`config.mk`:
```
export PLATFORM = sky130hd
export DESIGN_NAME = name_and_hex_digest_parser_top
export DESIGN_NICKNAME = d
export VERILOG_FILES = /design/src/sv/nhd_pkg.sv /design/src/sv/nhd_core.sv /design/src/sv/nhd_out_reg.sv /design/src/sv/name_and_hex_digest_parser_top.sv
export SDC_FILE = /design/constraint.sdc
export NUM_CORES = 1
export LEC_CHECK = 0
export BUFFER_PORTS_ARGS = -buffer_cell sky130_fd_sc_hd__buf_4
export CAP_MARGIN = 0
export CORE_AREA = 2 2 97 99
export DETAILED_ROUTE_END_ITERATION = 8
export DIE_AREA = 0 0 99 101
export MAX_ROUTING_LAYER = met4
export SETUP_SLACK_MARGIN = 0.15
export SKIP_CTS_REPAIR_TIMING = 1
export SLEW_MARGIN = 15
export SYNTH_ARGS = -nofsm -noshare
export SYNTH_HDL_FRONTEND = slang
export SYNTH_SLANG_ARGS = --single-unit
```
`constraint.sdc`:
```
create_clock -name clk_i -period 4.49 [get_ports clk_i]
set_clock_uncertainty 0.2 [all_clocks]
set_input_delay 0.2245 -clock clk_i [delete_from_list [all_inputs] [get_ports clk_i]]
set_output_delay 0.2245 -clock clk_i [all_outputs]
set_load 0.05 [all_outputs]
```
`src/sv/nhd_pkg.sv`:
```
package nhd_pkg;

  // Kind of a result word.
  typedef enum logic [1:0] {
    KIND_NAME   = 2'd0,
    KIND_DIGEST = 2'd1,
    KIND_STATUS = 2'd2
  } kind_e;

  // Final status codes, in order of precedence after OK.
  typedef enum logic [2:0] {
    ST_OK          = 3'd0,
    ST_NO_LINE_END = 3'd1,
    ST_NAME_LONG   = 3'd2,
    ST_TOO_SHORT   = 3'd3,
    ST_BAD_DIGIT   = 3'd4
  } status_e;

  // Parser phase, one-hot.
  typedef enum logic [2:0] {
    PH_NAME   = 3'b001,
    PH_SKIP   = 3'b010,
    PH_DIGEST = 3'b100
  } phase_e;

  localparam logic [6:0] DigitCount = 7'd96;
  localparam logic [6:0] TailNeed   = 7'd97;

  localparam logic [7:0] CharCr     = 8'h0d;
  localparam logic [7:0] CharLf     = 8'h0a;
  localparam logic [7:0] CharZero   = 8'h30;
  localparam logic [7:0] CharNine   = 8'h39;
  localparam logic [7:0] CharLowerA = 8'h61;
  localparam logic [7:0] CharLowerF = 8'h66;
  localparam logic [7:0] CharUpperA = 8'h41;
  localparam logic [7:0] CharUpperF = 8'h46;
  localparam logic [7:0] TenOffset  = 8'd10;

  // One result word as it travels from the parser to the output stage.
  typedef struct packed {
    kind_e      kind;
    logic [5:0] position;
    logic [7:0] value;
    status_e    status;
  } word_t;

  typedef struct packed {
    logic       ok;
    logic [3:0] nibble;
  } hex_t;

  // Decode one ASCII hex digit in either case.
  function automatic hex_t hex_decode(input logic [7:0] c);
    hex_t r;
    r.ok     = 1'b1;
    r.nibble = 4'd0;
    if (c >= CharZero && c <= CharNine) begin
      r.nibble = 4'(c - CharZero);
    end else if (c >= CharLowerA && c <= CharLowerF) begin
      r.nibble = 4'(c - CharLowerA + TenOffset);
    end else if (c >= CharUpperA && c <= CharUpperF) begin
      r.nibble = 4'(c - CharUpperA + TenOffset);
    end else begin
      r.ok = 1'b0;
    end
    return r;
  endfunction

endpackage

```
`src/sv/nhd_core.sv`:
```
module nhd_core #(
  parameter int NAME_STORE = 64
) (
  input  logic          clk_i,
  input  logic          rst_ni,
  input  logic          accept_i,
  input  logic [7:0]    in_byte_i,
  input  logic          is_last_i,
  output logic          res_valid_o,
  output nhd_pkg::word_t res_o
);
  import nhd_pkg::*;

  localparam int NW = $clog2(NAME_STORE);
  localparam logic [NW-1:0] NameEmitMax = NW'(NAME_STORE - 2);
  localparam logic [NW-1:0] NameSat     = NW'(NAME_STORE - 1);

  phase_e        phase_q, phase_d;
  logic [NW-1:0] name_len_q, name_len_d;
  logic [6:0]    digit_q, digit_d;
  logic [3:0]    high_q, high_d;
  logic [6:0]    tail_q, tail_d;
  logic          bad_q, bad_d;

  logic       line_end;
  logic       have;
  hex_t       hex;
  logic [7:0] name_len_ext;
  word_t      res;

  assign line_end     = (in_byte_i == CharCr) || (in_byte_i == CharLf);
  assign hex          = hex_decode(in_byte_i);
  assign name_len_ext = 8'(name_len_q);

  // Next state and result for the byte on the input.
  always_comb begin
    phase_d    = phase_q;
    name_len_d = name_len_q;
    digit_d    = digit_q;
    high_d     = high_q;
    tail_d     = tail_q;
    bad_d      = bad_q;
    have       = 1'b0;
    res        = '{kind: KIND_NAME, position: 6'd0, value: 8'd0, status: ST_OK};

    // Name line and the run of line ends after it.
    unique case (phase_q)
      PH_NAME: begin
        if (line_end) begin
          phase_d = PH_SKIP;
        end else begin
          if (name_len_q < NameEmitMax) begin
            have         = 1'b1;
            res.kind     = KIND_NAME;
            res.position = name_len_ext[5:0];
            res.value    = in_byte_i;
          end
          if (name_len_q < NameSat) begin
            name_len_d = name_len_q + 1'b1;
          end
        end
      end
      PH_SKIP: begin
        if (!line_end) begin
          phase_d = PH_DIGEST;
        end
      end
      PH_DIGEST: begin
      end
      default: begin
        phase_d = PH_NAME;
      end
    endcase

    // Digest digits and the tail length.
    if (phase_d == PH_DIGEST && !(line_end && tail_q == 7'd0)) begin
      if (tail_q < TailNeed) begin
        tail_d = tail_q + 7'd1;
      end
      if (!bad_q && digit_q < DigitCount) begin
        if (!hex.ok) begin
          bad_d = 1'b1;
        end else begin
          if (!digit_q[0]) begin
            high_d = hex.nibble;
          end else begin
            have         = 1'b1;
            res.kind     = KIND_DIGEST;
            res.position = digit_q[6:1];
            res.value    = {high_q, hex.nibble};
          end
          digit_d = digit_q + 7'd1;
        end
      end
    end

    // The last byte gives only the status and returns the parser to reset.
    if (is_last_i) begin
      have         = 1'b1;
      res.kind     = KIND_STATUS;
      res.position = 6'd0;
      res.value    = 8'd0;
      priority if (phase_d == PH_NAME) begin
        res.status = ST_NO_LINE_END;
      end else if (name_len_d > NameEmitMax) begin
        res.status = ST_NAME_LONG;
      end else if (tail_d < TailNeed) begin
        res.status = ST_TOO_SHORT;
      end else if (bad_d || digit_d < DigitCount) begin
        res.status = ST_BAD_DIGIT;
      end else begin
        res.status = ST_OK;
      end
      phase_d    = PH_NAME;
      name_len_d = '0;
      digit_d    = 7'd0;
      high_d     = 4'd0;
      tail_d     = 7'd0;
      bad_d      = 1'b0;
    end
  end

  assign res_valid_o = accept_i && have;
  assign res_o       = res;

  // Parser state, updated on each accepted byte.
  always_ff @(posedge clk_i or negedge rst_ni) begin
    if (!rst_ni) begin
      phase_q    <= PH_NAME;
      name_len_q <= '0;
      digit_q    <= 7'd0;
      high_q     <= 4'd0;
      tail_q     <= 7'd0;
      bad_q      <= 1'b0;
    end else if (accept_i) begin
      phase_q    <= phase_d;
      name_len_q <= name_len_d;
      digit_q    <= digit_d;
      high_q     <= high_d;
      tail_q     <= tail_d;
      bad_q      <= bad_d;
    end
  end

  // The digit and tail counters saturate at their limits.
  assert property (@(posedge clk_i) disable iff (!rst_ni)
    digit_q <= DigitCount && tail_q <= TailNeed)
    else $error("digest counters beyond their limits");

  // A digit can only be packed while the tail is being counted.
  assert property (@(posedge clk_i) disable iff (!rst_ni)
    digit_q != 7'd0 |-> tail_q >= digit_q)
    else $error("digit count ahead of tail count");

  // The last byte of a file always returns the parser to its start.
  assert property (@(posedge clk_i) disable iff (!rst_ni)
    accept_i && is_last_i |=> phase_q == PH_NAME && name_len_q == '0 &&
      digit_q == 7'd0 && tail_q == 7'd0 && !bad_q)
    else $error("parser not cleared after the last byte");

  // Counting the tail means the parser is in the digest phase.
  assert property (@(posedge clk_i) disable iff (!rst_ni)
    tail_q != 7'd0 |-> phase_q == PH_DIGEST)
    else $error("tail counted outside the digest phase");

endmodule

```
`src/sv/nhd_out_reg.sv`:
```
module nhd_out_reg (
  input  logic           clk_i,
  input  logic           rst_ni,
  input  logic           load_i,
  input  nhd_pkg::word_t word_i,
  output logic           ready_o,
  output logic           out_valid_o,
  input  logic           out_ready_i,
  output nhd_pkg::word_t word_o
);
  import nhd_pkg::*;

  logic  valid_q, valid_d;
  word_t word_q;

  // A new byte may enter whenever the held word leaves in this cycle.
  assign ready_o = !valid_q || out_ready_i;

  always_comb begin
    valid_d = valid_q;
    if (load_i) begin
      valid_d = 1'b1;
    end else if (out_ready_i) begin
      valid_d = 1'b0;
    end
  end

  always_ff @(posedge clk_i or negedge rst_ni) begin
    if (!rst_ni) begin
      valid_q <= 1'b0;
    end else begin
      valid_q <= valid_d;
    end
  end

  // Result payload, no reset needed.
  always_ff @(posedge clk_i) begin
    if (load_i) begin
      word_q <= word_i;
    end
  end

  assign out_valid_o = valid_q;
  assign word_o      = word_q;

  // A loaded word is offered in the next cycle.
  assert property (@(posedge clk_i) disable iff (!rst_ni)
    load_i |=> valid_q)
    else $error("loaded word not offered");

  // A word is never loaded over one that is still waiting.
  assert property (@(posedge clk_i) disable iff (!rst_ni)
    load_i |-> !valid_q || out_ready_i)
    else $error("waiting word overwritten");

endmodule

```
`src/sv/name_and_hex_digest_parser_top.sv`:
```
// Name and hex digest parser.
// The input channel (in_valid_i, in_ready_o) takes a text file one byte per
// word, with is_last_i set on its final byte. The first line is a file name;
// each name byte is sent out with its index while the name fits. After the
// run of CR and LF bytes, 96 hex digits are packed into 48 digest bytes, each
// sent out as it completes. The last byte gives one status word only.
// The output channel (out_valid_o, out_ready_i) carries kind_o, position_o,
// value_o and status_o. A byte gives zero or one result word.
// An accepted byte's result word is offered from the output register in the
// next cycle. Throughput is one byte per cycle unless a held word waits on
// the receiver: the parser state is a small update done in the accepting cycle.
// When the receiver stalls, the result word holds in the output register and
// in_ready_o drops only while that word is held and out_ready_i is low.
// Reset clears the parser to the start of a file and empties the output.
module name_and_hex_digest_parser_top #(
  parameter int NAME_STORE = 64
) (
  input  logic       clk_i,
  input  logic       rst_ni,
  input  logic       in_valid_i,
  output logic       in_ready_o,
  input  logic [7:0] in_byte_i,
  input  logic       is_last_i,
  output logic       out_valid_o,
  input  logic       out_ready_i,
  output logic [1:0] kind_o,
  output logic [5:0] position_o,
  output logic [7:0] value_o,
  output logic [2:0] status_o
);
  import nhd_pkg::*;

  logic  accept;
  logic  res_valid;
  word_t res_word;
  word_t out_word;

  assign accept = in_valid_i && in_ready_o;

  // Parser state and per-byte logic.
  nhd_core #(
    .NAME_STORE(NAME_STORE)
  ) u_core (
    .clk_i      (clk_i),
    .rst_ni     (rst_ni),
    .accept_i   (accept),
    .in_byte_i  (in_byte_i),
    .is_last_i  (is_last_i),
    .res_valid_o(res_valid),
    .res_o      (res_word)
  );

  // Result register toward the receiver.
  nhd_out_reg u_out (
    .clk_i      (clk_i),
    .rst_ni     (rst_ni),
    .load_i     (res_valid),
    .word_i     (res_word),
    .ready_o    (in_ready_o),
    .out_valid_o(out_valid_o),
    .out_ready_i(out_ready_i),
    .word_o     (out_word)
  );

  assign kind_o     = out_word.kind;
  assign position_o = out_word.position;
  assign value_o    = out_word.value;
  assign status_o   = out_word.status;

endmodule
```
==> flow_metrics.tcl <==
set metrics [dict create \
    start_kind "flip-flop" \
    yosysUniqueCellTypes 69 \
    num_vias 2523 \
    antenna_cells 0 \
    antenna_found_initial 0 \
    clock.fmax_mhz 330 \
    worst_pin_slew_ps 666 \
    critPathRequiredTime_ps 4290 \
    viasPerCell 5.56 \
    synth_edf_count 19 \
    track_usage 0.151 \
    first_iter_violations 187 \
    grt_first_pass_wirelength_um 11800 \
    cts_buffer_depth 2 \
    hold_start "in_valid_i" \
    rsz0062_at_grt "no" \
    cts_buffers 5 \
    numClockSinks 48 \
    dieArea_um2 10000 \
    critPathKind "reg -> reg" \
    syn_nets 340 \
    dp_slack_ps 1330 \
    remaining_drc_errors 0 \
    avgSynthCellArea_um2 9.64 \
    worstSetupStartpoint "u_core.tail_q[0]$_DFFE_PN0P_" \
    multiInputGateArea_um2 1640 \
    ir_drop_uv 127 \
    layout_common_cells "36 x nor2_1, 36 x buf_4, 29 x nand2_1, 28 x dfrtp_1" \
    slew-limit-headroom 0.556 \
    min_period_ps 3030 \
    synthCells 319 \
    wl_per_cell_um 16.0 \
    synthArstFlopShare 0.604 \
    grt_overflow 0 \
    fp.coreArea_um2 8980 \
    drive_above_1_share 0.192 \
    reg2reg_from "u_core.tail_q[0]$_DFFE_PN0P_" \
    crit_arrival_ps 2830 \
    start_util 0.343 \
    outcome "complete, no violations" \
    maxCapViolations 0 \
    antenna_left 0 \
    cts-root-buf "clkbuf_8" \
    slew_violations 0 \
    path_max_fanout 19 \
    powerDensity_nw_per_um2 306 \
    hold_class "in -> reg" \
    gp_congestion 0.819 \
    fin_nets 363 \
    seq_area_um2 1300 \
    fin_ws_ps 1460 \
    cts_tree "built" \
    finalInstanceArea_um2 3490 \
    drtPass1Iterations 4 \
    hold_violations 0 \
    grt_max_degree 48 \
    period_share 0.675 \
    dieHeight_um 101 \
    h-tree-depth 2 \
    endpoint_kind "flip-flop" \
    synth_seq_area_share 0.422 \
    placement_rows 35 \
    n_fill_cell 883 \
    syn-cell-area_um2 3080 \
    io_pins 34 \
    setup_violations 0 \
    final_core_util 0.389 \
    synthFlopType "dfrtp_1" \
    synth-seq-cells 48 \
    clk_pin_slew_ps 90 \
    placed_cell_area_um2 3390 \
    leakage_nw 1.36 \
    grt_pass1_vias 2299 \
    yosys_warnings 0 \
    area_growth_pct 13.4 \
    dp_hpwl_um 5210 \
    clk_latency_ps 300 \
    wirelength_um 7270 \
    fin_tns_setup_ps 0 \
    die_width_um 99 \
    numPortBuffers 33 \
]
flip-flops by register name (all words and copies together) (netlist names):
signal	flops
u_core.tail_q	7
u_core.name_len_q	6
u_out.out_valid_o	1
u_out.word_o	19
u_core.digit_q	7
u_core.bad_q	1
u_core.high_q	4
u_core.phase_q	3
logic make-up (layout without fill, tap and decap cells):
kind of cell,after synthesis,in the layout,synth area share
AO/OA/AOI/OAI,91,91,0.228
XOR/XNOR,5,5,0.0142
adder cells (fa/ha/maj),8,8,0.0325
buffers and inverters,31,55,0.0443
flip-flops,48,48,0.422
multiplexers,12,12,0.0415
AND/OR/NAND/NOR,124,124,0.218
power by group:
| group | leakage (nW) | switching, mW | internal, mW |
|---|---|---|---|
| clock network | 0.0404 | 0.155 | 0.110 |
| logic | 0.756 | 0.156 | 0.0927 |
| registers | 0.568 | 0.0568 | 0.497 |
final cells by class:
type,instances,area share
Multi-Input combinational cell,240,0.471
Sequential cell,48,0.372
Timing Repair Buffer,37,0.0803
Tap cell,111,0.0398
Clock buffer,5,0.0197
Inverter,10,0.0108
Clock inverter,3,0.00681
through the flow:
stage / std cells / hold slack [ps] / total power, mW
after floorplan: 319 / -271 / 0.734
after global placement: 445 / -16.3 / 0.810
after detailed placement: 445 / -11.8 / 0.810
after CTS: 453 / -353 / 1.08
after global routing: 454 / 32.3 / 1.13
final: 454 / 39.4 / 1.07
per-layer routing:
| layer | GRT usage | share of wire |
|---|---|---|
| met5 | - | 0 |
| met4 | 0.0558 | 0.024 |
| met3 | 0.0257 | 0.045 |
| met2 | 0.223 | 0.45 |
| met1 | 0.208 | 0.49 |
critical path: stages, from the launching register on:
cell     delay, ps
dfrtp_1        450
inv_1           80
ha_1           190
nor4b_1        140
a41o_1         280
a21o_4         260
or3_4          430
nor2_8         220
nor3_1          90
nor2_1         110
buf_4          280
synthesized netlist by cell type, types with 9 or more instances:
library cell	instances	area, um^2
o21ai_0	11	55.1
dfrtp_1	28	701
a31oi_1	9	56.3
clkbuf_1	17	63.8
nand2_1	29	109
edfxtp_1	19	571
inv_1	10	37.5
a21oi_1	19	95.1
nor3_1	10	50.1
mux2i_1	9	90.1
nor2_1	36	135
a22oi_1	12	90.1
worst paths after layout:
kind,endpoint,slack (ps),cells past startpoint
setup / recovery,u_out.word_o[14]$_SDFFCE_PP0P_,1460,10
max in group asynchronous,u_core.phase_q[0]$_DFFE_PN1P_,3600,2
min in group asynchronous,u_core.name_len_q[3]$_DFFE_PN0P_,170,2
setup reg to reg,u_out.word_o[14]$_SDFFCE_PP0P_,1460,10
hold / removal,u_out.out_valid_o$_DFFE_PN0P_,40,3
hold reg to reg,u_core.high_q[1]$_DFFE_PN0P_,290,2
(Power assumes the default switching activity.)
